### src/rtl/ipvsi_pkg.sv
// Shared constants, codes and types of the incremental PID controller.
// Depends on nothing; the other design files but ipvsi_chk use it by scoped names.
package ipvsi_pkg;

	// Channel state depth and field widths.
	localparam int CHANNELS = 4;
	localparam int CH_W = 2;
	localparam int CH_IDX_W = (CHANNELS > 1) ? $clog2(CHANNELS) : 1;
	localparam int DATA_W = 16;

	// Configuration port.
	localparam int REG_IDX_W = 3;
	localparam int CFG_DATA_W = 16;

	typedef enum logic [REG_IDX_W-1:0] {
		REG_KP    = 3'd0,
		REG_KI    = 3'd1,
		REG_KD    = 3'd2,
		REG_BLEND = 3'd3,
		REG_VSI   = 3'd4,
		REG_LIMIT = 3'd5
	} reg_idx_t;

	localparam logic [8:0]  BLEND_ONE   = 9'd256;
	localparam logic [14:0] LIMIT_RESET = 15'd800;

	// Serial multiplier: two multiplier bits are retired per cycle.
	localparam int MUL_A_W = 32;
	localparam int MUL_B_W = 16;
	localparam int MUL_P_W = 48;

	typedef struct packed {
		logic               start;
		logic [MUL_A_W-1:0] a;
		logic [MUL_B_W-1:0] b;
	} mul_req_t;

	typedef struct packed {
		logic               busy;
		logic [MUL_P_W-1:0] p;
	} mul_rsp_t;

	// Reciprocal divider: 2^32 / den, den in [2^16, 2^32).
	localparam int DIV_D_W = 32;
	localparam int DIV_Q_W = 17;
	localparam int DIV_CNT_W = 5;
	localparam logic [DIV_CNT_W-1:0] DIV_STEPS = 5'd17;
	localparam logic [DIV_D_W-1:0] DIV_R_INIT = 32'h0000_8000;
	localparam logic [DIV_D_W-1:0] VSI_ONE = 32'h0001_0000;

	typedef struct packed {
		logic               start;
		logic [DIV_D_W-1:0] den;
	} div_req_t;

	typedef struct packed {
		logic               busy;
		logic [DIV_Q_W-1:0] quo;
	} div_rsp_t;

	// Main sequencer: error, reciprocal and integral chain.
	typedef enum logic [3:0] {
		M_IDLE,
		M_PREP,
		M_VSI,
		M_DIV,
		M_CE,
		M_KI,
		M_JOIN,
		M_INC,
		M_CLAMP,
		M_DONE
	} main_state_t;

	// Side sequencer: derivative and proportional chain.
	typedef enum logic [2:0] {
		X_IDLE,
		X_KD,
		X_DPRE,
		X_BLEND,
		X_KP,
		X_DONE
	} side_state_t;

endpackage

### src/rtl/ipvsi_if.sv
// Channel interfaces of the incremental PID controller: samples, results and
// configuration writes, each with valid and ready. Depends on ipvsi_pkg.
interface ipvsi_in_if;
	logic                                 valid;
	logic                                 ready;
	logic signed [ipvsi_pkg::DATA_W-1:0]  setpoint;
	logic signed [ipvsi_pkg::DATA_W-1:0]  measured;
	logic        [ipvsi_pkg::CH_W-1:0]    channel;

	modport source (output valid, setpoint, measured, channel, input ready);
	modport sink   (input valid, setpoint, measured, channel, output ready);
endinterface

interface ipvsi_out_if;
	logic                                 valid;
	logic                                 ready;
	logic signed [ipvsi_pkg::DATA_W-1:0]  drive_sum;
	logic        [ipvsi_pkg::CH_W-1:0]    channel_out;

	modport source (output valid, drive_sum, channel_out, input ready);
	modport sink   (input valid, drive_sum, channel_out, output ready);
endinterface

interface ipvsi_cfg_if;
	logic                                 valid;
	logic                                 ready;
	logic [ipvsi_pkg::REG_IDX_W-1:0]      index;
	logic [ipvsi_pkg::CFG_DATA_W-1:0]     data;

	modport source (output valid, index, data, input ready);
	modport sink   (input valid, index, data, output ready);
endinterface

### src/rtl/incremental_pid_vsi_filtered.sv
// Top level of the per-channel incremental PID controller with variable-speed
// integral and filtered derivative. Depends on ipvsi_pkg, the channel
// interfaces, ipvsi_smul and ipvsi_div.
//
//   Channel  Direction  Carries                              Accepted when
//   sample   in         setpoint, measured, channel          valid && ready
//   result   out        drive_sum, channel_out               valid && ready
//   cfg      in         index, data (register write)         valid && ready
//
// One item is worked on at a time, and the main chain sets the pace: a serial
// multiply of the speed coefficient by |error|, the 17-step reciprocal divider
// and two more serial multiplies for the integral. Each serial multiply ends
// early when its multiplier operand has zero upper bits.
// Reset is asynchronous, active low, and initialises the configuration
// registers, the sequencers, the output valid flag and the channel state.
// A finished result waits in the output register; the next item is accepted
// meanwhile and only its own completion waits for the register to empty.
module incremental_pid_vsi_filtered (
	input  logic         clk,
	input  logic         arst_n,
	ipvsi_in_if.sink     sample,
	ipvsi_out_if.source  result,
	ipvsi_cfg_if.sink    cfg
);

	// Configuration registers.
	logic [15:0] kp_q;
	logic [15:0] ki_q;
	logic [15:0] kd_q;
	logic [8:0]  blend_q;
	logic [15:0] vsi_q;
	logic [14:0] limit_q;

	// Per-channel controller state. The derivative history never exceeds
	// 24 bits, since it is a blend of values bounded by kd*dmeas/256.
	logic [16:0] perr_q  [ipvsi_pkg::CHANNELS];
	logic [15:0] pmeas_q [ipvsi_pkg::CHANNELS];
	logic [23:0] hist_q  [ipvsi_pkg::CHANNELS];
	logic [15:0] acc_q   [ipvsi_pkg::CHANNELS];

	// Sequencers.
	ipvsi_pkg::main_state_t state_q, state_d;
	ipvsi_pkg::side_state_t side_q, side_d;

	// Item registers and intermediate results.
	logic [15:0] ms_q;
	logic [1:0]  ch_q;
	logic [16:0] e_q;
	logic        skip_q;
	logic [15:0] ae_q;
	logic        dm_neg_q;
	logic [16:0] de_mag_q;
	logic        de_neg_q;
	logic [23:0] dpre_q;
	logic        dh_neg_q;
	logic [33:0] x_q;
	logic [23:0] dout_q;
	logic [32:0] pkp_q;
	logic [47:0] pki_q;
	logic [50:0] num_q;
	logic [26:0] inc_q;
	logic [15:0] sum_q;

	// Output register.
	logic        out_valid_q;
	logic [15:0] out_sum_q;
	logic [1:0]  out_ch_q;

	// Combinational helpers.
	logic [ipvsi_pkg::CH_IDX_W-1:0] idx;
	logic        in_acc;
	logic        chan_ok;
	logic        load_out;
	logic [16:0] ae_w;
	logic [16:0] dm_w;
	logic [16:0] dm_mag_w;
	logic [17:0] de_w;
	logic [17:0] de_mag_w;
	logic [15:0] kd_mag;
	logic [15:0] ki_mag;
	logic [15:0] kp_mag;
	logic [8:0]  blend_eff;
	logic [22:0] dpre_mag;
	logic [23:0] dpre_w;
	logic [24:0] dh_w;
	logic [24:0] dh_mag_w;
	logic [33:0] bprod_w;
	logic [33:0] x_w;
	logic [33:0] xr_w;
	logic [50:0] num_w;
	logic [50:0] numr_w;
	logic signed [27:0] sum_w;
	logic signed [27:0] lim_w;
	logic signed [27:0] nlim_w;

	ipvsi_pkg::mul_req_t mul0_req, mul1_req;
	ipvsi_pkg::mul_rsp_t mul0_rsp, mul1_rsp;
	ipvsi_pkg::div_req_t div_req;
	ipvsi_pkg::div_rsp_t div_rsp;

	ipvsi_smul u_mul_main (
		.clk    (clk),
		.arst_n (arst_n),
		.req    (mul0_req),
		.rsp    (mul0_rsp)
	);

	ipvsi_smul u_mul_side (
		.clk    (clk),
		.arst_n (arst_n),
		.req    (mul1_req),
		.rsp    (mul1_rsp)
	);

	ipvsi_div u_div (
		.clk    (clk),
		.arst_n (arst_n),
		.req    (div_req),
		.rsp    (div_rsp)
	);

	// ------------------------------------------------------------------
	// Configuration writes. The port never stalls; writes are to be made
	// only while no item is in flight, so no item sees a register change
	// under it.
	// ------------------------------------------------------------------
	assign cfg.ready = 1'b1;

	always_ff @(posedge clk or negedge arst_n) begin
		if (!arst_n) begin
			kp_q    <= '0;
			ki_q    <= '0;
			kd_q    <= '0;
			blend_q <= ipvsi_pkg::BLEND_ONE;
			vsi_q   <= '0;
			limit_q <= ipvsi_pkg::LIMIT_RESET;
		end else if (cfg.valid && cfg.ready) begin
			unique case (ipvsi_pkg::reg_idx_t'(cfg.index))
				ipvsi_pkg::REG_KP:    kp_q    <= cfg.data;
				ipvsi_pkg::REG_KI:    ki_q    <= cfg.data;
				ipvsi_pkg::REG_KD:    kd_q    <= cfg.data;
				ipvsi_pkg::REG_BLEND: blend_q <= cfg.data[8:0];
				ipvsi_pkg::REG_VSI:   vsi_q   <= cfg.data;
				ipvsi_pkg::REG_LIMIT: limit_q <= cfg.data[14:0];
				default: begin
				end
			endcase
		end
	end

	// ------------------------------------------------------------------
	// Operand preparation. Gains are used as sign and magnitude so that the
	// serial multipliers stay unsigned; truncation toward zero then falls
	// out of shifting the magnitude.
	// ------------------------------------------------------------------
	assign idx     = ch_q[ipvsi_pkg::CH_IDX_W-1:0];
	assign in_acc  = sample.valid && sample.ready;
	assign chan_ok = (32'(sample.channel) < ipvsi_pkg::CHANNELS);

	assign kd_mag = kd_q[15] ? (16'd0 - kd_q) : kd_q;
	assign ki_mag = ki_q[15] ? (16'd0 - ki_q) : ki_q;
	assign kp_mag = kp_q[15] ? (16'd0 - kp_q) : kp_q;

	// Blend weights above one behave as exactly one.
	assign blend_eff = (blend_q > ipvsi_pkg::BLEND_ONE) ? ipvsi_pkg::BLEND_ONE : blend_q;

	// Error magnitude, measurement change and error change of this item.
	assign ae_w     = e_q[16] ? (17'd0 - e_q) : e_q;
	assign dm_w     = {ms_q[15], ms_q} - {pmeas_q[idx][15], pmeas_q[idx]};
	assign dm_mag_w = dm_w[16] ? (17'd0 - dm_w) : dm_w;
	assign de_w     = {e_q[16], e_q} - {perr_q[idx][16], perr_q[idx]};
	assign de_mag_w = de_w[17] ? (18'd0 - de_w) : de_w;

	// The pre-filter derivative is -kd*dmeas/256: its sign is the opposite
	// of the product's, and its magnitude is the product's shifted down.
	assign dpre_mag = mul1_rsp.p[30:8];
	assign dpre_w   = (kd_q[15] ^ dm_neg_q) ? {1'b0, dpre_mag} : (24'd0 - {1'b0, dpre_mag});

	// The low-pass is rewritten as 256*hist + blend*(dpre - hist), which
	// needs only one multiply.
	assign dh_w     = {dpre_q[23], dpre_q} - {hist_q[idx][23], hist_q[idx]};
	assign dh_mag_w = dh_w[24] ? (25'd0 - dh_w) : dh_w;
	assign bprod_w  = {1'b0, mul1_rsp.p[32:0]};
	assign x_w      = {{2{hist_q[idx][23]}}, hist_q[idx], 8'd0}
		+ (dh_neg_q ? (34'd0 - bprod_w) : bprod_w);

	// Signed division by 256 toward zero: bias negative values before the
	// arithmetic shift.
	assign xr_w = x_q + (x_q[33] ? 34'd255 : 34'd0);

	// Increment numerator, all three terms aligned at 2^-24.
	assign num_w = {{2{pkp_q[32]}}, pkp_q[32:0], 16'd0}
		+ {{3{pki_q[47]}}, pki_q}
		+ {{3{dout_q[23]}}, dout_q, 24'd0};
	assign numr_w = num_q + (num_q[50] ? 51'h0_0000_00FF_FFFF : 51'd0);

	// Saturation against the symmetric bound.
	assign sum_w  = $signed({inc_q[26], inc_q}) + $signed({{12{acc_q[idx][15]}}, acc_q[idx]});
	assign lim_w  = $signed({13'd0, limit_q});
	assign nlim_w = -lim_w;

	// ------------------------------------------------------------------
	// Main sequencer: reciprocal weight C = 2^32/(65536 + vsi*|e|), then
	// C*|e| and that times |ki|, then the sum, truncation and saturation.
	// ------------------------------------------------------------------
	always_ff @(posedge clk or negedge arst_n) begin
		if (!arst_n) begin
			state_q <= ipvsi_pkg::M_IDLE;
			side_q  <= ipvsi_pkg::X_IDLE;
		end else begin
			state_q <= state_d;
			side_q  <= side_d;
		end
	end

	assign load_out = (state_q == ipvsi_pkg::M_DONE) && (!out_valid_q || result.ready);

	always_comb begin
		state_d       = state_q;
		mul0_req      = '0;
		div_req       = '0;
		sample.ready  = 1'b0;
		unique case (state_q)
			ipvsi_pkg::M_IDLE: begin
				sample.ready = 1'b1;
				if (sample.valid) begin
					state_d = chan_ok ? ipvsi_pkg::M_PREP : ipvsi_pkg::M_DONE;
				end
			end
			ipvsi_pkg::M_PREP: begin
				mul0_req.start = 1'b1;
				mul0_req.a     = {16'd0, ae_w[15:0]};
				mul0_req.b     = vsi_q;
				state_d        = ipvsi_pkg::M_VSI;
			end
			ipvsi_pkg::M_VSI: begin
				if (!mul0_rsp.busy) begin
					div_req.start = 1'b1;
					div_req.den   = ipvsi_pkg::VSI_ONE + mul0_rsp.p[31:0];
					state_d       = ipvsi_pkg::M_DIV;
				end
			end
			ipvsi_pkg::M_DIV: begin
				if (!div_rsp.busy) begin
					mul0_req.start = 1'b1;
					mul0_req.a     = {15'd0, div_rsp.quo};
					mul0_req.b     = ae_q;
					state_d        = ipvsi_pkg::M_CE;
				end
			end
			ipvsi_pkg::M_CE: begin
				if (!mul0_rsp.busy) begin
					mul0_req.start = 1'b1;
					mul0_req.a     = mul0_rsp.p[31:0];
					mul0_req.b     = ki_mag;
					state_d        = ipvsi_pkg::M_KI;
				end
			end
			ipvsi_pkg::M_KI: begin
				if (!mul0_rsp.busy) begin
					state_d = ipvsi_pkg::M_JOIN;
				end
			end
			ipvsi_pkg::M_JOIN: begin
				if (side_q == ipvsi_pkg::X_DONE) begin
					state_d = ipvsi_pkg::M_INC;
				end
			end
			ipvsi_pkg::M_INC: begin
				state_d = ipvsi_pkg::M_CLAMP;
			end
			ipvsi_pkg::M_CLAMP: begin
				state_d = ipvsi_pkg::M_DONE;
			end
			ipvsi_pkg::M_DONE: begin
				if (load_out) begin
					state_d = ipvsi_pkg::M_IDLE;
				end
			end
			default: begin
				state_d = ipvsi_pkg::M_IDLE;
			end
		endcase
	end

	// ------------------------------------------------------------------
	// Side sequencer: derivative on the measurement, its low-pass, then the
	// proportional product. It runs alongside the divider and meets the
	// main sequencer in M_JOIN.
	// ------------------------------------------------------------------
	always_comb begin
		side_d   = side_q;
		mul1_req = '0;
		unique case (side_q)
			ipvsi_pkg::X_IDLE: begin
				if (state_q == ipvsi_pkg::M_PREP) begin
					mul1_req.start = 1'b1;
					mul1_req.a     = {16'd0, dm_mag_w[15:0]};
					mul1_req.b     = kd_mag;
					side_d         = ipvsi_pkg::X_KD;
				end
			end
			ipvsi_pkg::X_KD: begin
				if (!mul1_rsp.busy) begin
					side_d = ipvsi_pkg::X_DPRE;
				end
			end
			ipvsi_pkg::X_DPRE: begin
				mul1_req.start = 1'b1;
				mul1_req.a     = {8'd0, dh_mag_w[23:0]};
				mul1_req.b     = {7'd0, blend_eff};
				side_d         = ipvsi_pkg::X_BLEND;
			end
			ipvsi_pkg::X_BLEND: begin
				if (!mul1_rsp.busy) begin
					mul1_req.start = 1'b1;
					mul1_req.a     = {15'd0, de_mag_q};
					mul1_req.b     = kp_mag;
					side_d         = ipvsi_pkg::X_KP;
				end
			end
			ipvsi_pkg::X_KP: begin
				if (!mul1_rsp.busy) begin
					side_d = ipvsi_pkg::X_DONE;
				end
			end
			ipvsi_pkg::X_DONE: begin
				if (state_q == ipvsi_pkg::M_JOIN) begin
					side_d = ipvsi_pkg::X_IDLE;
				end
			end
			default: begin
				side_d = ipvsi_pkg::X_IDLE;
			end
		endcase
	end

	// ------------------------------------------------------------------
	// Datapath registers, loaded as the sequencers pass through.
	// ------------------------------------------------------------------
	always_ff @(posedge clk) begin
		if (in_acc) begin
			ms_q   <= sample.measured;
			ch_q   <= sample.channel;
			e_q    <= {sample.setpoint[15], sample.setpoint}
				- {sample.measured[15], sample.measured};
			skip_q <= !chan_ok;
		end
		if (state_q == ipvsi_pkg::M_PREP) begin
			ae_q     <= ae_w[15:0];
			dm_neg_q <= dm_w[16];
			de_mag_q <= de_mag_w[16:0];
			de_neg_q <= de_w[17];
		end
		if ((state_q == ipvsi_pkg::M_KI) && !mul0_rsp.busy) begin
			pki_q <= (e_q[16] ^ ki_q[15]) ? (48'd0 - {1'b0, mul0_rsp.p[46:0]})
				: {1'b0, mul0_rsp.p[46:0]};
		end
		if (state_q == ipvsi_pkg::M_JOIN) begin
			num_q <= num_w;
		end
		if (state_q == ipvsi_pkg::M_INC) begin
			inc_q <= numr_w[50:24];
		end
		if (in_acc && !chan_ok) begin
			sum_q <= '0;
		end else if (state_q == ipvsi_pkg::M_CLAMP) begin
			if (sum_w > lim_w) begin
				sum_q <= lim_w[15:0];
			end else if (sum_w < nlim_w) begin
				sum_q <= nlim_w[15:0];
			end else begin
				sum_q <= sum_w[15:0];
			end
		end

		if ((side_q == ipvsi_pkg::X_KD) && !mul1_rsp.busy) begin
			dpre_q <= dpre_w;
		end
		if (side_q == ipvsi_pkg::X_DPRE) begin
			dh_neg_q <= dh_w[24];
		end
		if ((side_q == ipvsi_pkg::X_BLEND) && !mul1_rsp.busy) begin
			x_q <= x_w;
		end
		if (side_q == ipvsi_pkg::X_KP) begin
			dout_q <= xr_w[31:8];
			if (!mul1_rsp.busy) begin
				pkp_q <= (de_neg_q ^ kp_q[15]) ? (33'd0 - {1'b0, mul1_rsp.p[31:0]})
					: {1'b0, mul1_rsp.p[31:0]};
			end
		end
	end

	// ------------------------------------------------------------------
	// Channel state update. The previous measurement is replaced only after
	// this item's derivative has used it. An out-of-range channel leaves all
	// state as it was.
	// ------------------------------------------------------------------
	always_ff @(posedge clk or negedge arst_n) begin
		if (!arst_n) begin
			for (int i = 0; i < ipvsi_pkg::CHANNELS; i++) begin
				perr_q[i]  <= '0;
				pmeas_q[i] <= '0;
				hist_q[i]  <= '0;
				acc_q[i]   <= '0;
			end
		end else if (load_out && !skip_q) begin
			perr_q[idx]  <= e_q;
			pmeas_q[idx] <= ms_q;
			hist_q[idx]  <= dout_q;
			acc_q[idx]   <= sum_q;
		end
	end

	// ------------------------------------------------------------------
	// Output register.
	// ------------------------------------------------------------------
	always_ff @(posedge clk or negedge arst_n) begin
		if (!arst_n) begin
			out_valid_q <= 1'b0;
		end else if (load_out) begin
			out_valid_q <= 1'b1;
		end else if (result.ready) begin
			out_valid_q <= 1'b0;
		end
	end

	always_ff @(posedge clk) begin
		if (load_out) begin
			out_sum_q <= sum_q;
			out_ch_q  <= ch_q;
		end
	end

	assign result.valid       = out_valid_q;
	assign result.drive_sum   = out_sum_q;
	assign result.channel_out = out_ch_q;

endmodule

### src/rtl/ipvsi_smul.sv
// Digit-serial unsigned multiplier, two multiplier bits per cycle.
// Depends on ipvsi_pkg for widths and the request and response structs.
module ipvsi_smul (
	input  logic                clk,
	input  logic                arst_n,
	input  ipvsi_pkg::mul_req_t req,
	output ipvsi_pkg::mul_rsp_t rsp
);

	logic [ipvsi_pkg::MUL_P_W-1:0] a_q;
	logic [ipvsi_pkg::MUL_P_W-1:0] acc_q;
	logic [ipvsi_pkg::MUL_B_W-1:0] b_q;
	logic [ipvsi_pkg::MUL_P_W-1:0] pp0;
	logic [ipvsi_pkg::MUL_P_W-1:0] pp1;

	// The multiplicand moves up two places as the multiplier moves down two.
	assign pp0 = b_q[0] ? a_q : '0;
	assign pp1 = b_q[1] ? {a_q[ipvsi_pkg::MUL_P_W-2:0], 1'b0} : '0;

	always_ff @(posedge clk or negedge arst_n) begin
		if (!arst_n) begin
			b_q <= '0;
		end else if (req.start) begin
			b_q <= req.b;
		end else begin
			b_q <= b_q >> 2;
		end
	end

	always_ff @(posedge clk) begin
		if (req.start) begin
			a_q   <= {{(ipvsi_pkg::MUL_P_W - ipvsi_pkg::MUL_A_W){1'b0}}, req.a};
			acc_q <= '0;
		end else if (b_q != '0) begin
			a_q   <= {a_q[ipvsi_pkg::MUL_P_W-3:0], 2'b00};
			acc_q <= acc_q + pp0 + pp1;
		end
	end

	assign rsp.busy = (b_q != '0);
	assign rsp.p    = acc_q;

endmodule

### src/rtl/ipvsi_div.sv
// Restoring divider that forms 2^32 / den one quotient bit per cycle.
// Depends on ipvsi_pkg for widths and the request and response structs.
module ipvsi_div (
	input  logic                clk,
	input  logic                arst_n,
	input  ipvsi_pkg::div_req_t req,
	output ipvsi_pkg::div_rsp_t rsp
);

	logic [ipvsi_pkg::DIV_CNT_W-1:0] cnt_q;
	logic [ipvsi_pkg::DIV_D_W-1:0]   r_q;
	logic [ipvsi_pkg::DIV_D_W-1:0]   d_q;
	logic [ipvsi_pkg::DIV_Q_W-1:0]   q_q;
	logic [ipvsi_pkg::DIV_D_W:0]     trial;
	logic [ipvsi_pkg::DIV_D_W+1:0]   diff;
	logic                            fits;

	// The quotient is below 2^17, so the dividend's upper part seeds the
	// remainder and only its seventeen zero bits remain to be brought down.
	assign trial = {r_q, 1'b0};
	assign diff  = {1'b0, trial} - {2'b00, d_q};
	assign fits  = !diff[ipvsi_pkg::DIV_D_W+1];

	always_ff @(posedge clk or negedge arst_n) begin
		if (!arst_n) begin
			cnt_q <= '0;
		end else if (req.start) begin
			cnt_q <= ipvsi_pkg::DIV_STEPS;
		end else if (cnt_q != '0) begin
			cnt_q <= cnt_q - 1'b1;
		end
	end

	always_ff @(posedge clk) begin
		if (req.start) begin
			r_q <= ipvsi_pkg::DIV_R_INIT;
			d_q <= req.den;
			q_q <= '0;
		end else if (cnt_q != '0) begin
			r_q <= fits ? diff[ipvsi_pkg::DIV_D_W-1:0] : trial[ipvsi_pkg::DIV_D_W-1:0];
			q_q <= {q_q[ipvsi_pkg::DIV_Q_W-2:0], fits};
		end
	end

	assign rsp.busy = (cnt_q != '0);
	assign rsp.quo  = q_q;

endmodule

### src/flat_wrapper.sv
// flat-port wrapper written by rule: the top's interface ports become plain ports
module incremental_pid_vsi_filtered_flat 
  (clk, arst_n, sample_valid, sample_setpoint, sample_measured, sample_channel, sample_ready, result_valid, result_drive_sum, result_channel_out, result_ready, cfg_valid, cfg_index, cfg_data, cfg_ready);
  ipvsi_in_if sample_i ();
  ipvsi_out_if result_i ();
  ipvsi_cfg_if cfg_i ();
  input  logic clk;
  input  logic arst_n;
  input wire logic [$bits(sample_i.valid)-1:0] sample_valid;
  input wire logic [$bits(sample_i.setpoint)-1:0] sample_setpoint;
  input wire logic [$bits(sample_i.measured)-1:0] sample_measured;
  input wire logic [$bits(sample_i.channel)-1:0] sample_channel;
  output wire logic [$bits(sample_i.ready)-1:0] sample_ready;
  output wire logic [$bits(result_i.valid)-1:0] result_valid;
  output wire logic [$bits(result_i.drive_sum)-1:0] result_drive_sum;
  output wire logic [$bits(result_i.channel_out)-1:0] result_channel_out;
  input wire logic [$bits(result_i.ready)-1:0] result_ready;
  input wire logic [$bits(cfg_i.valid)-1:0] cfg_valid;
  input wire logic [$bits(cfg_i.index)-1:0] cfg_index;
  input wire logic [$bits(cfg_i.data)-1:0] cfg_data;
  output wire logic [$bits(cfg_i.ready)-1:0] cfg_ready;
  assign sample_i.valid = sample_valid;
  assign sample_i.setpoint = sample_setpoint;
  assign sample_i.measured = sample_measured;
  assign sample_i.channel = sample_channel;
  assign sample_ready = sample_i.ready;
  assign result_valid = result_i.valid;
  assign result_drive_sum = result_i.drive_sum;
  assign result_channel_out = result_i.channel_out;
  assign result_i.ready = result_ready;
  assign cfg_i.valid = cfg_valid;
  assign cfg_i.index = cfg_index;
  assign cfg_i.data = cfg_data;
  assign cfg_ready = cfg_i.ready;
  incremental_pid_vsi_filtered u_core (.clk(clk), .arst_n(arst_n), .sample(sample_i), .result(result_i), .cfg(cfg_i));
endmodule
### config.mk
export PLATFORM = sky130hd
export DESIGN_NAME = incremental_pid_vsi_filtered_flat
export DESIGN_NICKNAME = d
export VERILOG_FILES = /design/src/rtl/ipvsi_pkg.sv /design/src/rtl/ipvsi_if.sv /design/src/rtl/incremental_pid_vsi_filtered.sv /design/src/rtl/ipvsi_smul.sv /design/src/rtl/ipvsi_div.sv /design/src/flat_wrapper.sv
export SDC_FILE = /design/constraint.sdc
export NUM_CORES = 2
export LEC_CHECK = 0
export ABC_AREA = 1
export BUFFER_PORTS_ARGS = -buffer_cell sky130_fd_sc_hd__clkbuf_2
export CORE_MARGIN = 2
export CORE_UTILIZATION = 45
export DETAILED_ROUTE_END_ITERATION = 7
export PLACE_DENSITY = 0.66
export SYNTH_ARGS = -nofsm -noshare
export SYNTH_HDL_FRONTEND = slang
export SYNTH_SLANG_ARGS = --single-unit
export TNS_END_PERCENT = 50
### constraint.sdc
create_clock -name clk -period 6.2 [get_ports clk]
set_clock_uncertainty 0.05 [all_clocks]
set_input_delay 0.31 -clock clk [delete_from_list [all_inputs] [get_ports clk]]
set_output_delay 0.31 -clock clk [all_outputs]
set_load 0.01 [all_outputs]
# Yosys cells after proc, flatten, opt, wreduce, memory -nomap -nowiden
# Index checks and enable logic that the tools add are counted.
# totals
input_bits	58
elab_cells	237
n_memories	0
latchBits	0
output_inout_bits	21
rom_bits	0
ramBits	0
ff_bits	1044
# op_classes
n_mux	76
n_eq_ne	31
n_div	0
reduce_logical	31
bitwise_logic	6
n_lt_le_gt_ge	5
n_addsub	29
n_mul	0
shifts	0
# ops
operator	count
49-bit one-hot mux with 3 select lines	2
16-bit 2-to-1 mux	13
49-bit 2-to-1 mux	4
48-bit adder	4
32-bit 2-to-1 mux	6
48-bit 2-to-1 mux	4
64-bit bitwise mux	2
24-bit 2-to-1 mux	5
51-bit adder	2
96-bit bitwise mux	1
1-bit by 16-bit subtractor with 16-bit output (first input constant)	5
68-bit bitwise mux	1
17-bit 2-to-1 mux	4
33-bit 2-to-1 mux	2
16-bit binary-select mux with 2-bit select	2
49-bit by 48-bit adder with 50-bit output	1
24-bit binary-select mux with 2-bit select	1
24-bit demux with 2-bit select	1
1-bit by 47-bit subtractor with 48-bit output (first input constant)	1
47-bit 2-to-1 mux	1
4-bit one-hot mux with 10 select lines	1
34-bit adder	1
17-bit binary-select mux with 2-bit select	1
17-bit demux with 2-bit select	1
other kinds (54)	112

# Depth between registers and ports, before layout
# depth
depth_word	10
depth_mapped	36
mapped_depth_nobuf	33

# Modules after synthesis
# Synthesis repeated with hierarchy kept, for this count alone.
# unflattened
hier_cells	9602
hier_area_um2	71925.2
# by_module_without_submodules
mod	cells_each	n_inst	area_per_inst_um2	seq_area_each_um2
incremental_pid_vsi_filtered	5524	1	45745.1	20074.3
ipvsi_smul (u_core.u_mul_main)	1606	1	10164.7	2642.5
ipvsi_smul (u_core.u_mul_side)	1603	1	10129.7	2642.5
ipvsi_div	869	1	5885.6	2067.0

# Least setup slack after synthesis
# No wires, ideal clock.
# synth_path
kind	register -> register
from	register u_core.u_mul_main.b_q[5] (netlist bit)
to	register u_core.pki_q[0], enable pin
t_arrival_ns	4.712
n_path_buf	2
period_less_slack_ns	5.275
setup_ns	0.513
stages_incl_launch_ff	8
t_required_ns	5.637
path_slack_ns	0.925
path_cell_list	dfrtp_1 nor4_1 nand2_1 nor3_1 nand2_1 clkbuf_1 clkbuf_1 nor3_1
# synth_between
elab_chain_len	3
# synth_rtl
element	line_no	text
from (decl)	ipvsi_smul.sv:12	logic [ipvsi_pkg::MUL_B_W-1:0] b_q;
from (signal assigned)	ipvsi_smul.sv:24	b_q <= req.b;
from (signal assigned)	ipvsi_smul.sv:26	b_q <= b_q >> 2;
16-bit nonzero test	ipvsi_smul.sv:40	assign rsp.busy = (b_q != '0);
1-bit logical NOT	n/a	
1-bit logical AND	incremental_pid_vsi_filtered.sv:355	if ((state_q == ipvsi_pkg::M_KI) && !mul0_rsp.busy) begin
to (signal assigned)	incremental_pid_vsi_filtered.sv:356	pki_q <= (e_q[16] ^ ki_q[15]) ? (48'd0 - {1'b0, mul0_rsp.p[46:0]})
to (decl)	incremental_pid_vsi_filtered.sv:59	logic [47:0] pki_q;
# Every way passes these cells.
# A chain may end at the register's enable or synchronous reset.

# Worst setup path after layout
# layout_path
from	register u_core.ch_q[1]
to	register u_core.sum_q[2], data pin
# layout_between
elab_chain_len	8
word_cells_on_any_way	9
classes_between	add/sub (1); order compare (2); mux (5); bitwise (1)
# layout_rtl
element	line_no	text
from (decl)	incremental_pid_vsi_filtered.sv:47	logic [1:0] ch_q;
from (signal assigned)	incremental_pid_vsi_filtered.sv:344	ch_q <= sample.channel;
2-bit NOT with 3-bit output (implied by the code) *	incremental_pid_vsi_filtered.sv:198	assign sum_w = $signed({inc_q[26], inc_q}) + $signed({{12{acc_q[idx][15]}}, acc_q[idx]});
16-bit binary-select mux with 2-bit select *	incremental_pid_vsi_filtered.sv:198	
16-bit 2-to-1 mux (implied by the code) * (2 in series)	incremental_pid_vsi_filtered.sv:198	
27-bit by 16-bit adder with 28-bit output *	incremental_pid_vsi_filtered.sv:198	
28-bit less-than comparator	incremental_pid_vsi_filtered.sv:370	end else if (sum_w < nlim_w) begin
16-bit 2-to-1 mux	incremental_pid_vsi_filtered.sv:370	
15-bit 2-to-1 mux *	incremental_pid_vsi_filtered.sv:368	if (sum_w > lim_w) begin
to (signal assigned)	incremental_pid_vsi_filtered.sv:369	sum_q <= lim_w[15:0];
to (signal assigned)	incremental_pid_vsi_filtered.sv:371	sum_q <= nlim_w[15:0];
to (signal assigned)	incremental_pid_vsi_filtered.sv:373	sum_q <= sum_w[15:0];
to (decl)	incremental_pid_vsi_filtered.sv:62	logic [15:0] sum_q;
# Mark *: on every way between the ends. The rest lies on a longest branch, timed or not. The select of a mux whose other input is x is not followed.

==> metrics.csv <==
stage,metric,value,unit
placement,placed cell area,67100,um^2
routing,met2 WL,89700,um
power_and_ir_drop,Peak VDD IR,0.307,mV
worst_setup_path,Crit. End Element,flop,
yosys,Post-synth EDFFs,441,
yosys,"Top FF cell, synth",edfxtp_1,
global_routing,Total GRT Usage,26.6,%
timing,max-slew violations,0,
run_status,status,"finished, final reports clean",
worst_setup_path,Crit path max-delay family,simple AND/OR/NAND/NOR gates,
die,starting density of the core,45.2,%
die,floorplan row count,139,
routing,WL met1,89600,um
cts,Post-CTS Resized,0,
layout,layout cells sized above 1,5.51,%
layout,post-route cell area,71300,um^2
die,IO Pins,79,
layout,fillers,13800,
routing,Post-Route WL,198000,um
global_routing,initial antenna violation count,2,
placement,dpl hpwl,150000,um
yosys,Syn Inst Count,8040,
worst_setup_path,CP peak stage delay,0.47,ns
cts,CTS tree,done,
worst_setup_path,worst path required time,6.64,ns
worst_setup_path,WS Path Type,flop to flop,
routing,via count,55800,
worst_setup_path,cell repeated most along the worst path,nand2_1,
timing,RSZ-0062 raised after global routing,no,
power_and_ir_drop,Lkg Pwr,33.4,nW
cts,clock sinks,1011,
placement,global placer's final weighted congestion,0.966,
routing,DR DRC count,0,
routing,drt via density,5.54,
timing,Max Freq,183,MHz
yosys,Avg Inst Size Synth,8.06,um^2
die,Die Y,383,um
worst_setup_path,crit path max fanout,14,
timing,setup TNS,0,ns
timing,worst rel slew slack,16.7,%
yosys,Synth Net Count,8563,
routing,DRT iter0 DRCs,5359,
yosys,share of flip-flops with an asynchronous set or reset,42.0,%
global_routing,grt ovf,0,
routing,wire per inst,19.7,um
cts,"Clk Latency, worst-skew pair",0.76,ns
timing,Tightest Pin Transition,1.24,ns
timing,fin crit period,5.46,ns
die,CORE AREA,143000,um^2
worst_hold_path,worst min-delay path category,primary input to flop,
layout,fin nets,8592,
cts,H-tree levels,3,
die,die area,147000,um^2
worst_setup_path,Worst Path Buf+Inv,6,
global_routing,vias in the first global route,53200,
timing,endpoints failing setup,0,
yosys,count of state elements after synthesis,1011,
worst_setup_path,cell with the largest stage delay on the worst path,nand2_1,
placement,PortBufs,77,
worst_setup_path,CP startpoint kind,flop,
cts,CTS Buf Count,110,
layout,"commonest non-fill, non-tap cell in the layout",nand2_1,
worst_setup_path,WP data arrival,5.90,ns
layout,"commonest non-fill, non-tap cells in the layout","nand2_1, inv_1, o21ai_0, nor2_1, a21oi_1",
cts,Longest Clk Path Bufs,3,
layout,Area Growth Syn to Fin,10.1,%
timing,Final Cycle Share,88.1,%
yosys,synthesized area,64800,um^2
routing,router iterations before antenna repair,6,
routing,DR WL met3,12800,um
routing,uppermost routed layer,met4,
die,Die Wd,383,um
yosys,Ys Warns,0,
global_routing,global-route wire length before repair,307000,um
routing,Post-DRT Antenna Nets,0,
cts,clk slew on worst S/H paths,0.07,ns
yosys,"Seq/Total Area, Yosys",41.3,%
cts,Clock Tree Root,clkbuf_16,
job,Max Cap Viol,0,
power_and_ir_drop,PwrDens,488,nW/um^2
global_routing,largest net degree at the start of global routing,168,
timing,Fin. Hold Viols,0,
yosys,library cells used by synthesis,81,
-- routing by layer --
layer  vias up  GRT usage (%)
li1      27000              -
met1     26600           37.9
met4         0           7.90
met3       330           3.25
met5         -              0
met2      1947           42.4
-- Yosys cell counts, types with 18 or more instances --
cell type,instances,area (um^2)
o211ai_1,33,248
nor2_2,18,113
inv_1,1034,3880
xnor2_1,111,972
a21oi_1,525,2630
dfrtp_1,421,10500
or2_2,20,125
and2_1,19,119
buf_1,29,109
nor2_1,571,2140
o21a_1,20,150
a31oi_1,36,225
nor3_1,130,651
a221oi_1,42,368
nand2_1,1835,6890
a22oi_1,95,713
nand4_1,82,513
edfxtp_1,441,13200
a21o_1,24,180
o21ai_0,780,3900
fa_1,87,1740
o21bai_1,18,135
o2111ai_1,25,219
o21ai_1,20,100
a22o_1,31,272
nor4_1,39,244
buf_2,19,95.1
ha_1,378,4730
dfxtp_1,145,2900
clkbuf_1,195,732
nand3b_1,25,188
nand3_1,316,1580
xor2_1,293,2570
-- tightest hold or removal path, delay by kind of cell --
| family | cells | cell delay (ns) |
|---|---|---|
| buf+inv | 2 | 0.27 |
| compound gates | 1 | 0.21 |
-- cells by family after synthesis --
logic type	share of synthesized area (%)
AO/OA/AOI/OAI	15.2
buffers and inverters	7.66
adder cells (fa/ha/maj)	9.99
AND/OR/NAND/NOR	20.3
multiplexers	0.0348
XOR/XNOR	5.46
flip-flops	41.3
other	0.00579
-- sequential cells by signal, summed over array words and instances (netlist names), 27 cells and up --
name and cells:
u_core.x_q 33, u_core.pki_q 48, u_core.inc_q 27, u_core.u_mul_side.acc_q 33
u_core.acc_q 64, u_core.pkp_q 33, u_core.pmeas_q 64, u_core.u_div.r_q 32
u_core.u_div.d_q 32, u_core.u_mul_main.acc_q 47, u_core.u_mul_main.a_q 47, u_core.u_mul_side.a_q 33
u_core.num_q 51, u_core.hist_q 96, u_core.perr_q 68
-- cell type report --
cell class,count,area (um^2),share of cell area [%]
Multi-Input combinational cell,5727,33200,46.5
Antenna cell,1,2.50,0.00351
Tap cell,1903,2380,3.34
Inverter,1051,3950,5.53
Clock inverter,65,837,1.17
Clock buffer,144,3030,4.25
Timing Repair Buffer,168,1210,1.69
Sequential cell,1011,26800,37.5
-- final timing paths --
check / startpoint / to / slack (ns) / depth (start not counted)
min in group asynchronous: arst_n / u_core.pmeas_q[29] / 0.15 / 2
max reg2reg: u_core.ch_q[1] / u_core.sum_q[2] / 0.74 / 28
max: u_core.ch_q[1] / u_core.sum_q[2] / 0.74 / 28
min: cfg_data[0] / u_core.blend_q[0] / 0.04 / 3
max in group asynchronous: arst_n / u_core.u_mul_side.b_q[0] / 4.37 / 3
min reg2reg: u_core.pki_q[15] / u_core.num_q[15] / 0.37 / 0
-- stage by stage --
stage	util [%]	cells	setup WS (ns)	hold WS (ns)	power, mW
floorplan	-	8040	0.925	-0.0356	22.6
global placement	46.8	9824	0.784	0.300	27.3
detailed placement	46.8	9824	0.760	0.306	27.5
CTS	49.8	10100	0.740	0.00605	34.7
global route	49.8	10100	0.229	0.0618	37.4
finish	49.8	10100	0.736	0.0425	34.8
-- where the power goes --
group	switching (mW)	leakage [nW]	internal (mW)
Sequential	1.84	11.1	9.41
Clock	2.96	1.86	4.13
Combinational	10.9	20.4	5.56
Total	15.7	33.4	19.1
-- repair_timing --
item	CTS	global route
setup buffers	0	0
hold buffers	36	0
endpoints found under the hold margin	176	0
Note: power is estimated with default switching activity, not from simulation.
